`src/hw/rtl/hid_key_report_tracker_unit_macros.svh`:
```
// Assertion macros shared by the key report tracker RTL.
// No dependencies; included by the modules that carry assertions.
`ifndef HID_KEY_REPORT_TRACKER_UNIT_MACROS_SVH
`define HID_KEY_REPORT_TRACKER_UNIT_MACROS_SVH

`ifndef ASSERT_OFF
// Checked on every rising edge, disabled while reset is low.
`define HKRT_ASSERT(label, clk, rst_n, prop) \
    label: assert property (@(posedge clk) disable iff (!(rst_n)) (prop)) \
        else $error("hkrt assertion failed");
// Checked on every rising edge, reset included.
`define HKRT_ASSERT_ALWAYS(label, clk, prop) \
    label: assert property (@(posedge clk) (prop)) \
        else $error("hkrt assertion failed");
`else
`define HKRT_ASSERT(label, clk, rst_n, prop)
`define HKRT_ASSERT_ALWAYS(label, clk, prop)
`endif

`endif

```
`src/hw/rtl/hkrt_pkg.sv`:
```
// Package for the key report tracker: constants, mode codes and item types.
// No dependencies; imported by every module of the block.
package hkrt_pkg;

    localparam int KEY_SLOTS  = 6;
    localparam int MODE_W     = 3;
    localparam int IN_DATA_W  = 64;
    localparam int OUT_DATA_W = 56;

    localparam logic [7:0] MOD_FIRST = 8'hE0;
    localparam logic [7:0] MOD_END   = 8'hE8;
    localparam logic [7:0] KEY_END   = 8'hA5;
    localparam logic [7:0] EMPTY     = 8'h00;

    typedef enum logic [MODE_W-1:0] {
        MODE_PRESS   = 3'd0,
        MODE_RELEASE = 3'd1,
        MODE_TOGGLE  = 3'd2,
        MODE_REL_ALL = 3'd3,
        MODE_LOAD    = 3'd4,
        MODE_QUIET   = 3'd5
    } t_mode;

    typedef struct packed {
        logic [7:0]                 mods;
        logic [KEY_SLOTS-1:0][7:0]  keys;
    } t_report;

    typedef struct packed {
        t_mode                      mode;
        logic [7:0]                 code;
        logic [7:0]                 load_mods;
        logic [KEY_SLOTS-1:0][7:0]  load_keys;
    } t_event;

    typedef struct packed {
        logic    valid;
        t_report report;
    } t_result;

endpackage

```
`src/hw/rtl/hid_key_report_tracker_unit.sv`:
```
// Top level of the boot-keyboard report tracker.
// Depends on hkrt_pkg, hkrt_event_reg, hkrt_report_core and hkrt_out_reg.
//
// Usage:
//   Slave channel: one key event per item. tuser carries the mode (press,
//   release, toggle modifier, release all, load report, quiet clear);
//   tdata carries the key code, the load modifier byte and six load slots.
//   Master channel: one report item (modifier byte, six key slots) each
//   time an event other than a quiet clear changes the report relative
//   to the last one sent. Events that change nothing visible produce no item.
//   Path: an accepted event passes the input register, then a combinational
//   update into the output register, from which the report item can be
//   taken.
//   Throughput: one event per cycle while the receiver keeps up; the
//   update stage advances only when the output register is free or being
//   emptied, so that loop sets the rate.
//   Reset (i_rst_n low, synchronous) empties both registers and clears the
//   held and last-sent reports to all zero.
//   When the receiver stalls, the pending report holds and the input
//   register still takes one more event; then tready drops.
module hid_key_report_tracker_unit (
    input  logic                            i_clk,
    input  logic                            i_rst_n,
    input  logic                            i_s_axis_tvalid,
    output logic                            o_s_axis_tready,
    // [7:0] key_code, [15:8] load_modifiers, [23:16] load_key0 ... [63:56] load_key5
    input  logic [hkrt_pkg::IN_DATA_W-1:0]  i_s_axis_tdata,
    // [2:0] mode
    input  logic [hkrt_pkg::MODE_W-1:0]     i_s_axis_tuser,
    output logic                            o_m_axis_tvalid,
    input  logic                            i_m_axis_tready,
    // [7:0] out_modifiers, [15:8] out_key0 ... [55:48] out_key5
    output logic [hkrt_pkg::OUT_DATA_W-1:0] o_m_axis_tdata
);
    import hkrt_pkg::*;

    t_event  in_event;
    t_event  stage_event;
    logic    stage_valid;
    logic    out_free;
    logic    go;
    t_result result;
    t_report out_report;

    // unpack the input item
    always_comb begin
        in_event.mode      = t_mode'(i_s_axis_tuser);
        in_event.code      = i_s_axis_tdata[7:0];
        in_event.load_mods = i_s_axis_tdata[15:8];
        in_event.load_keys = '0;
        for (int i = 0; i < KEY_SLOTS; i++) begin
            in_event.load_keys[i] = i_s_axis_tdata[16 + 8*i +: 8];
        end
    end

    assign go = stage_valid && out_free;

    hkrt_event_reg u_event_reg (
        .i_clk   (i_clk),
        .i_rst_n (i_rst_n),
        .i_valid (i_s_axis_tvalid),
        .i_event (in_event),
        .i_take  (go),
        .o_ready (o_s_axis_tready),
        .o_valid (stage_valid),
        .o_event (stage_event)
    );

    hkrt_report_core u_report_core (
        .i_clk    (i_clk),
        .i_rst_n  (i_rst_n),
        .i_go     (go),
        .i_event  (stage_event),
        .o_result (result)
    );

    hkrt_out_reg u_out_reg (
        .i_clk    (i_clk),
        .i_rst_n  (i_rst_n),
        .i_result (result),
        .i_ready  (i_m_axis_tready),
        .o_free   (out_free),
        .o_valid  (o_m_axis_tvalid),
        .o_report (out_report)
    );

    // pack the report item; slots past KEY_SLOTS read as zero
    always_comb begin
        o_m_axis_tdata       = '0;
        o_m_axis_tdata[7:0]  = out_report.mods;
        for (int i = 0; i < KEY_SLOTS; i++) begin
            o_m_axis_tdata[8 + 8*i +: 8] = out_report.keys[i];
        end
    end

endmodule

```
`src/hw/rtl/hkrt_event_reg.sv`:
```
// Input register of the key report tracker: captures one event item.
// Depends on hkrt_pkg.
module hkrt_event_reg (
    input  logic                          i_clk,
    input  logic                          i_rst_n,
    input  logic                          i_valid,
    input  hkrt_pkg::t_event              i_event,
    input  logic                          i_take,
    output logic                          o_ready,
    output logic                          o_valid,
    output hkrt_pkg::t_event              o_event
);
    import hkrt_pkg::*;

    logic   r_valid;
    logic   n_valid;
    t_event r_event;
    logic   load;

    // free slot, or the held item leaves this cycle
    assign o_ready = !r_valid || i_take;
    assign load    = i_valid && o_ready;

    always_comb begin
        n_valid = r_valid;
        if (load) begin
            n_valid = 1'b1;
        end else if (i_take) begin
            n_valid = 1'b0;
        end
    end

    always_ff @(posedge i_clk) begin
        if (!i_rst_n) begin
            r_valid <= 1'b0;
        end else begin
            r_valid <= n_valid;
        end
    end

    always_ff @(posedge i_clk) begin
        if (load) begin
            r_event <= i_event;
        end
    end

    assign o_valid = r_valid;
    assign o_event = r_event;

endmodule

```
`src/hw/rtl/hkrt_report_core.sv`:
```
// Report state and update logic: held and last-sent reports, send decision.
// Depends on hkrt_pkg and the assertion macro header.
`include "hid_key_report_tracker_unit_macros.svh"

module hkrt_report_core (
    input  logic                 i_clk,
    input  logic                 i_rst_n,
    input  logic                 i_go,
    input  hkrt_pkg::t_event     i_event,
    output hkrt_pkg::t_result    o_result
);
    import hkrt_pkg::*;

    t_report r_held;
    t_report r_sent;
    t_report n_held;
    logic    try_send;
    logic    emit;

    logic       is_mod;
    logic       is_key;
    logic [7:0] mod_bit;
    logic       present;
    logic       found;
    logic [KEY_SLOTS-1:0] place;

    // code classification
    always_comb begin
        is_mod  = (i_event.code >= MOD_FIRST) && (i_event.code < MOD_END);
        is_key  = (i_event.code != EMPTY) && (i_event.code < KEY_END);
        mod_bit = 8'd1 << i_event.code[2:0];
    end

    // six-way slot compare and first empty slot pick
    always_comb begin
        present = 1'b0;
        found   = 1'b0;
        place   = '0;
        for (int i = 0; i < KEY_SLOTS; i++) begin
            if (r_held.keys[i] == i_event.code) begin
                present = 1'b1;
            end
            if (!found && (r_held.keys[i] == EMPTY)) begin
                found    = 1'b1;
                place[i] = 1'b1;
            end
        end
    end

    // next held report and whether a send is attempted
    always_comb begin
        n_held   = r_held;
        try_send = 1'b0;
        case (i_event.mode)
            MODE_PRESS: begin
                if (is_mod) begin
                    n_held.mods = r_held.mods | mod_bit;
                    try_send    = 1'b1;
                end else if (is_key) begin
                    if (present) begin
                        try_send = 1'b1;
                    end else if (found) begin
                        for (int i = 0; i < KEY_SLOTS; i++) begin
                            if (place[i]) begin
                                n_held.keys[i] = i_event.code;
                            end
                        end
                        try_send = 1'b1;
                    end
                end
            end
            MODE_RELEASE: begin
                if (is_mod) begin
                    n_held.mods = r_held.mods & ~mod_bit;
                    try_send    = 1'b1;
                end else if (is_key) begin
                    for (int i = 0; i < KEY_SLOTS; i++) begin
                        if (r_held.keys[i] == i_event.code) begin
                            n_held.keys[i] = EMPTY;
                        end
                    end
                    try_send = 1'b1;
                end
            end
            MODE_TOGGLE: begin
                if (is_mod) begin
                    n_held.mods = r_held.mods ^ mod_bit;
                end
                try_send = 1'b1;
            end
            MODE_REL_ALL: begin
                n_held   = '0;
                try_send = 1'b1;
            end
            MODE_LOAD: begin
                n_held.mods = i_event.load_mods;
                n_held.keys = i_event.load_keys;
                try_send    = 1'b1;
            end
            MODE_QUIET: begin
                n_held = '0;
            end
            default: begin
                n_held = r_held;
            end
        endcase
    end

    // send only when the report changed since the last one emitted
    assign emit = try_send && (n_held != r_sent);

    always_ff @(posedge i_clk) begin
        if (!i_rst_n) begin
            r_held <= '0;
            r_sent <= '0;
        end else if (i_go) begin
            r_held <= n_held;
            if (emit) begin
                r_sent <= n_held;
            end
        end
    end

    assign o_result.valid  = i_go && emit;
    assign o_result.report = n_held;

    `HKRT_ASSERT(a_emit_syncs_sent, i_clk, i_rst_n, o_result.valid |=> (r_sent == r_held))
    `HKRT_ASSERT(a_idle_holds_state, i_clk, i_rst_n, !i_go |=> ($stable(r_held) && $stable(r_sent)))
    `HKRT_ASSERT(a_sent_only_on_emit, i_clk, i_rst_n, (i_go && !emit) |=> $stable(r_sent))
    `HKRT_ASSERT_ALWAYS(a_result_needs_go, i_clk, o_result.valid |-> i_go)

endmodule

```
`src/hw/rtl/hkrt_out_reg.sv`:
```
// Output register of the key report tracker: holds one report item for the receiver.
// Depends on hkrt_pkg.
module hkrt_out_reg (
    input  logic                 i_clk,
    input  logic                 i_rst_n,
    input  hkrt_pkg::t_result    i_result,
    input  logic                 i_ready,
    output logic                 o_free,
    output logic                 o_valid,
    output hkrt_pkg::t_report    o_report
);
    import hkrt_pkg::*;

    logic    r_valid;
    logic    n_valid;
    t_report r_report;

    // register empty, or its item is taken this cycle
    assign o_free = !r_valid || i_ready;

    always_comb begin
        n_valid = r_valid;
        if (o_free) begin
            n_valid = i_result.valid;
        end
    end

    always_ff @(posedge i_clk) begin
        if (!i_rst_n) begin
            r_valid <= 1'b0;
        end else begin
            r_valid <= n_valid;
        end
    end

    always_ff @(posedge i_clk) begin
        if (o_free && i_result.valid) begin
            r_report <= i_result.report;
        end
    end

    assign o_valid  = r_valid;
    assign o_report = r_report;

endmodule
```
`config.mk`:
```
export PLATFORM = sky130hd
export DESIGN_NAME = hid_key_report_tracker_unit
export DESIGN_NICKNAME = d
export VERILOG_FILES = /design/src/hw/rtl/hkrt_pkg.sv /design/src/hw/rtl/hid_key_report_tracker_unit.sv /design/src/hw/rtl/hkrt_event_reg.sv /design/src/hw/rtl/hkrt_report_core.sv /design/src/hw/rtl/hkrt_out_reg.sv
export VERILOG_INCLUDE_DIRS = /design/src /design/src/hw/rtl
export SDC_FILE = /design/constraint.sdc
export NUM_CORES = 1
export LEC_CHECK = 0
export BUFFER_PORTS_ARGS = -buffer_cell sky130_fd_sc_hd__buf_2
export CAP_MARGIN = 20
export CORE_ASPECT_RATIO = 0.5
export CORE_MARGIN = 10
export CORE_UTILIZATION = 55
export DETAILED_ROUTE_END_ITERATION = 8
export PLACE_DENSITY = 0.85
export SLEW_MARGIN = 20
export SYNTH_ARGS = -nofsm -noshare
export SYNTH_HDL_FRONTEND = slang
export SYNTH_SLANG_ARGS = --single-unit
export TNS_END_PERCENT = 10
```
`constraint.sdc`:
```
create_clock -name i_clk -period 18.1 [get_ports i_clk]
set_input_delay 1.81 -clock i_clk [delete_from_list [all_inputs] [get_ports i_clk]]
set_output_delay 1.81 -clock i_clk [all_outputs]
set_load 0.02 [all_outputs]
```
==> results by group <==
Outcome
  – Status: finished clean

Place
  – Area after DPL: ~15000 um^2
  – Place WS: 12.00 ns
  – DP HPWL: 45200 um
  – Port Buffers: 128
  – Final Wtd Congestion: 1.11

Yosys
  – Ys async rst share: 0
  – Mapped Avg Cell Area: about 8.6 um^2
  – Netlist cell types: 89
  – Register area share after synthesis: 0.409
  – Share of the synthesized area in the top cell type: 0.253
  – Ys Warns: 0
  – Top cells by count, synth: 134 x nand2_1, 124 x nor2_1, 123 x edfxtp_1
  – Top cell type by total area after synthesis: edfxtp_1
  – Post-synth EDFFs: around 120
  – Synth Register Bits: ~240
  – Post-Syn Area: 14600 um^2
  – Synth Flop Type: edfxtp_1
  – Ranking of synthesized cells by area: edfxtp_1 25%, dfxtp_1 16%, xor2_1 3.8%
  – Cells after synthesis: 1688
  – Most frequent cell after synthesis: nand2_1
  – Syn_nets: 1775

Setup path
  – Worst R2R Start: u_event_reg.o_event[57]
  – Crit path kind: reg -> reg
  – Crit path capture type: register
  – Critical Path AT: 6.62 ns
  – Crit start category: register
  – Setup crit start: u_event_reg.o_event[57]
  – Critical Path Fanout Max: 41
  – Crit path required time: 18.27 ns

Clock tree
  – # hold bufs at CTS: 0
  – Setup Buffers After CTS: 0
  – Clock transition at the registers of the reported paths: 0.07 ns
  – Post-CTS Resized: 0
  – Root Driver: clkbuf_16
  – H-tree levels: 1
  – CTS tree: built
  – Max Root-Sink Buffers: 3
  – TritonCTS Buffers: 22
  – Num Clock Sinks: 237
  – Skew-Pair Late Insertion Delay: 0.55 ns

STA
  – Final setup vio count: 0
  – FMAX: between 150 and 200 MHz
  – Worst-margin pin slew: around 1.2 ns
  – Max Slew Vio Count: 0
  – Fin crit share: 0.356
  – Total negative setup slack: 0 ns
  – Worst Skew: 0.0166 ns
  – Setup WS post-layout: about 12 ns
  – Worst slew margin: 0.187
  – RSZ-0062 raised after global routing: false
  – Final hold violations: 0
  – Final min period: 6.45 ns

Power
  – Worst IR drop on VDD: 0.0666 mV
  – Sequential share of power: 0.444
  – Power per standard cell area: around 90 nW/um^2
  – Switching share of power: 0.331
  – Combinational power share: 0.207
  – Leakage power total: 6.35 nW
  – Internal power: roughly 0.00095 W
  – Switching power: 0.000467 W
  – Power share of the clock group: 0.349

Route
  – Avg WL per Cell: 30.2 um
  – DR DRC count: 0
  – First-pass DRT Iterations: 6
  – Via count: 15345
  – Via-per-instance ratio: 7.31
  – Routed Antenna Nets: 0
  – WL final: 63300 um
  – Initial DRC count: roughly 3000

Global route
  – First-pass GRT wire length: between 90000 and 100000 um
  – All-layer global routing usage: 0.355
  – M1 GR Usage: 0.488
  – Number of global-route vias before repair: 13925
  – Total grt overflow: 0
  – Largest net degree at the start of global routing: 95
  – GR met3 Demand/Resource: 0.128
  – GR peak layer: met2
  – Initial antenna violation count: 0
  – Met2 GRT Util: 0.508

Final layout
  – Final #Nets: between 1500 and 2000
  – Final instance area: 16100 um^2
  – Fill cell count: approximately 2300
  – Antenna Cells: 0
  – Proportion of layout cells with a drive suffix above 1: 0.141
  – Fin util: 0.614
  – P&R area growth vs syn: 10.5%

Die
  – Die Width: 250 um
  – Cell Rows: 42
  – Initial core utilization: 0.556
  – Die H: 135 um
  – Top-Level Pins: 129
  – Core footprint: 26300 um^2
  – Die ar.: ~34000 um^2

Run
  – Max-Cap Viols: 0

Min path
  – Tightest Hold Check Type: reg -> reg
  – Hold wc startpoint: u_report_core.r_sent[11]
## registers in the layout (all words and copies together) (netlist names)
| name | count |
|---|---|
| u_report_core.r_held | 56 |
| u_out_reg.o_valid | 1 |
| u_report_core.r_sent | 56 |
| u_out_reg.o_report | 56 |
| u_event_reg.o_event | 67 |
| u_event_reg.o_valid | 1 |
## stage by stage
step,std cells,hold WS (ns),total power [W]
3_3_place_gp,2057,0.492,0.000907
4_1_cts,2097,0.517,0.00139
5_1_grt,2098,0.547,0.00145
3_5_place_dp,2057,0.507,0.000911
6_report,2098,0.518,0.00141
2_1_floorplan,1688,0.474,0.000803
## area by class of cell
| type | instances | area (um^2) | area share |
|---|---|---|---|
| tap | 352 | 440 | 0.0273 |
| sequential | 237 | 5980 | 0.371 |
| timing repair buffer | 166 | 923 | 0.0573 |
| multi-input combinational | 1251 | 7850 | 0.487 |
| inverter | 52 | 195 | 0.0121 |
| clock buffer | 32 | 672 | 0.0417 |
| clock inverter | 8 | 72.6 | 0.00450 |
## placed cells by master (no fill, tap or decap), drive strengths merged, types with 19 or more instances in the layout
master / synthesis / routed
buf: 49 / 166
xor2: 63 / 63
and2: 55 / 55
nand3: 70 / 70
edfxtp: 123 / 123
a211oi: 32 / 32
nand4: 68 / 68
nor4: 36 / 36
nand2: 135 / 135
o21ai: 111 / 111
and3: 61 / 61
clkbuf: 99 / 32
a22oi: 54 / 54
inv: 50 / 51
dfxtp: 114 / 114
a21oi: 77 / 77
o311ai: 19 / 19
nor3: 61 / 61
nor2: 125 / 125
## layer usage
| layer | vias up | routed length (um) |
|---|---|---|
| met2 | 1409 | 25600 |
| li1 | 6447 | - |
| met1 | 7277 | 24400 |
| met5 | - | 0 |
| met4 | 0 | 2550 |
| met3 | 212 | 10700 |
## final timing paths
| kind | to | slack, ns | depth (start not counted) |
|---|---|---|---|
| worst max-delay path | u_out_reg.o_report[45] | 11.65 | 13 |
| worst min-delay path | u_report_core.r_sent[11] | 0.52 | 2 |
| worst max register to register | u_out_reg.o_report[45] | 11.65 | 13 |
| worst min register to register | u_report_core.r_sent[11] | 0.52 | 2 |
## worst max-delay path: stages, from the launching register on
cell	delay (ns)
edfxtp_1	1.10
xor2_1	0.16
nor4_1	0.57
and2_1	0.34
nand4b_2	0.39
buf_4	0.35
o21ai_0	0.17
a211oi_1	0.68
a21oi_1	0.37
nand4_1	0.27
nor3_4	0.08
buf_4	0.29
a31oi_4	0.59
buf_4	0.60
## logic make-up (layout without fill, tap and decap cells)
| group | after synthesis | after routing | synth area share |
|---|---|---|---|
| simple gates | 685 | 685 | 0.247 |
| compound gates | 477 | 477 | 0.228 |
| flops | 237 | 237 | 0.409 |
| buf+inv | 200 | 258 | 0.0578 |
| xor+xnor | 68 | 68 | 0.0408 |
| fa+ha+maj | 16 | 16 | 0.0137 |
| mux | 5 | 5 | 0.00351 |
## power groups by stage
| stage | combinational (W) | sequential (W) | clock, W |
|---|---|---|---|
| floorplan | 0.000181 | 0.000622 | 0 |
| global placement | 0.000272 | 0.000636 | 0 |
| detailed placement | 0.000275 | 0.000636 | 0 |
| CTS | 0.000276 | 0.000624 | 0.000493 |
| global route | 0.000305 | 0.000627 | 0.000513 |
| finish | 0.000293 | 0.000628 | 0.000493 |
(Power assumes the default switching activity.)
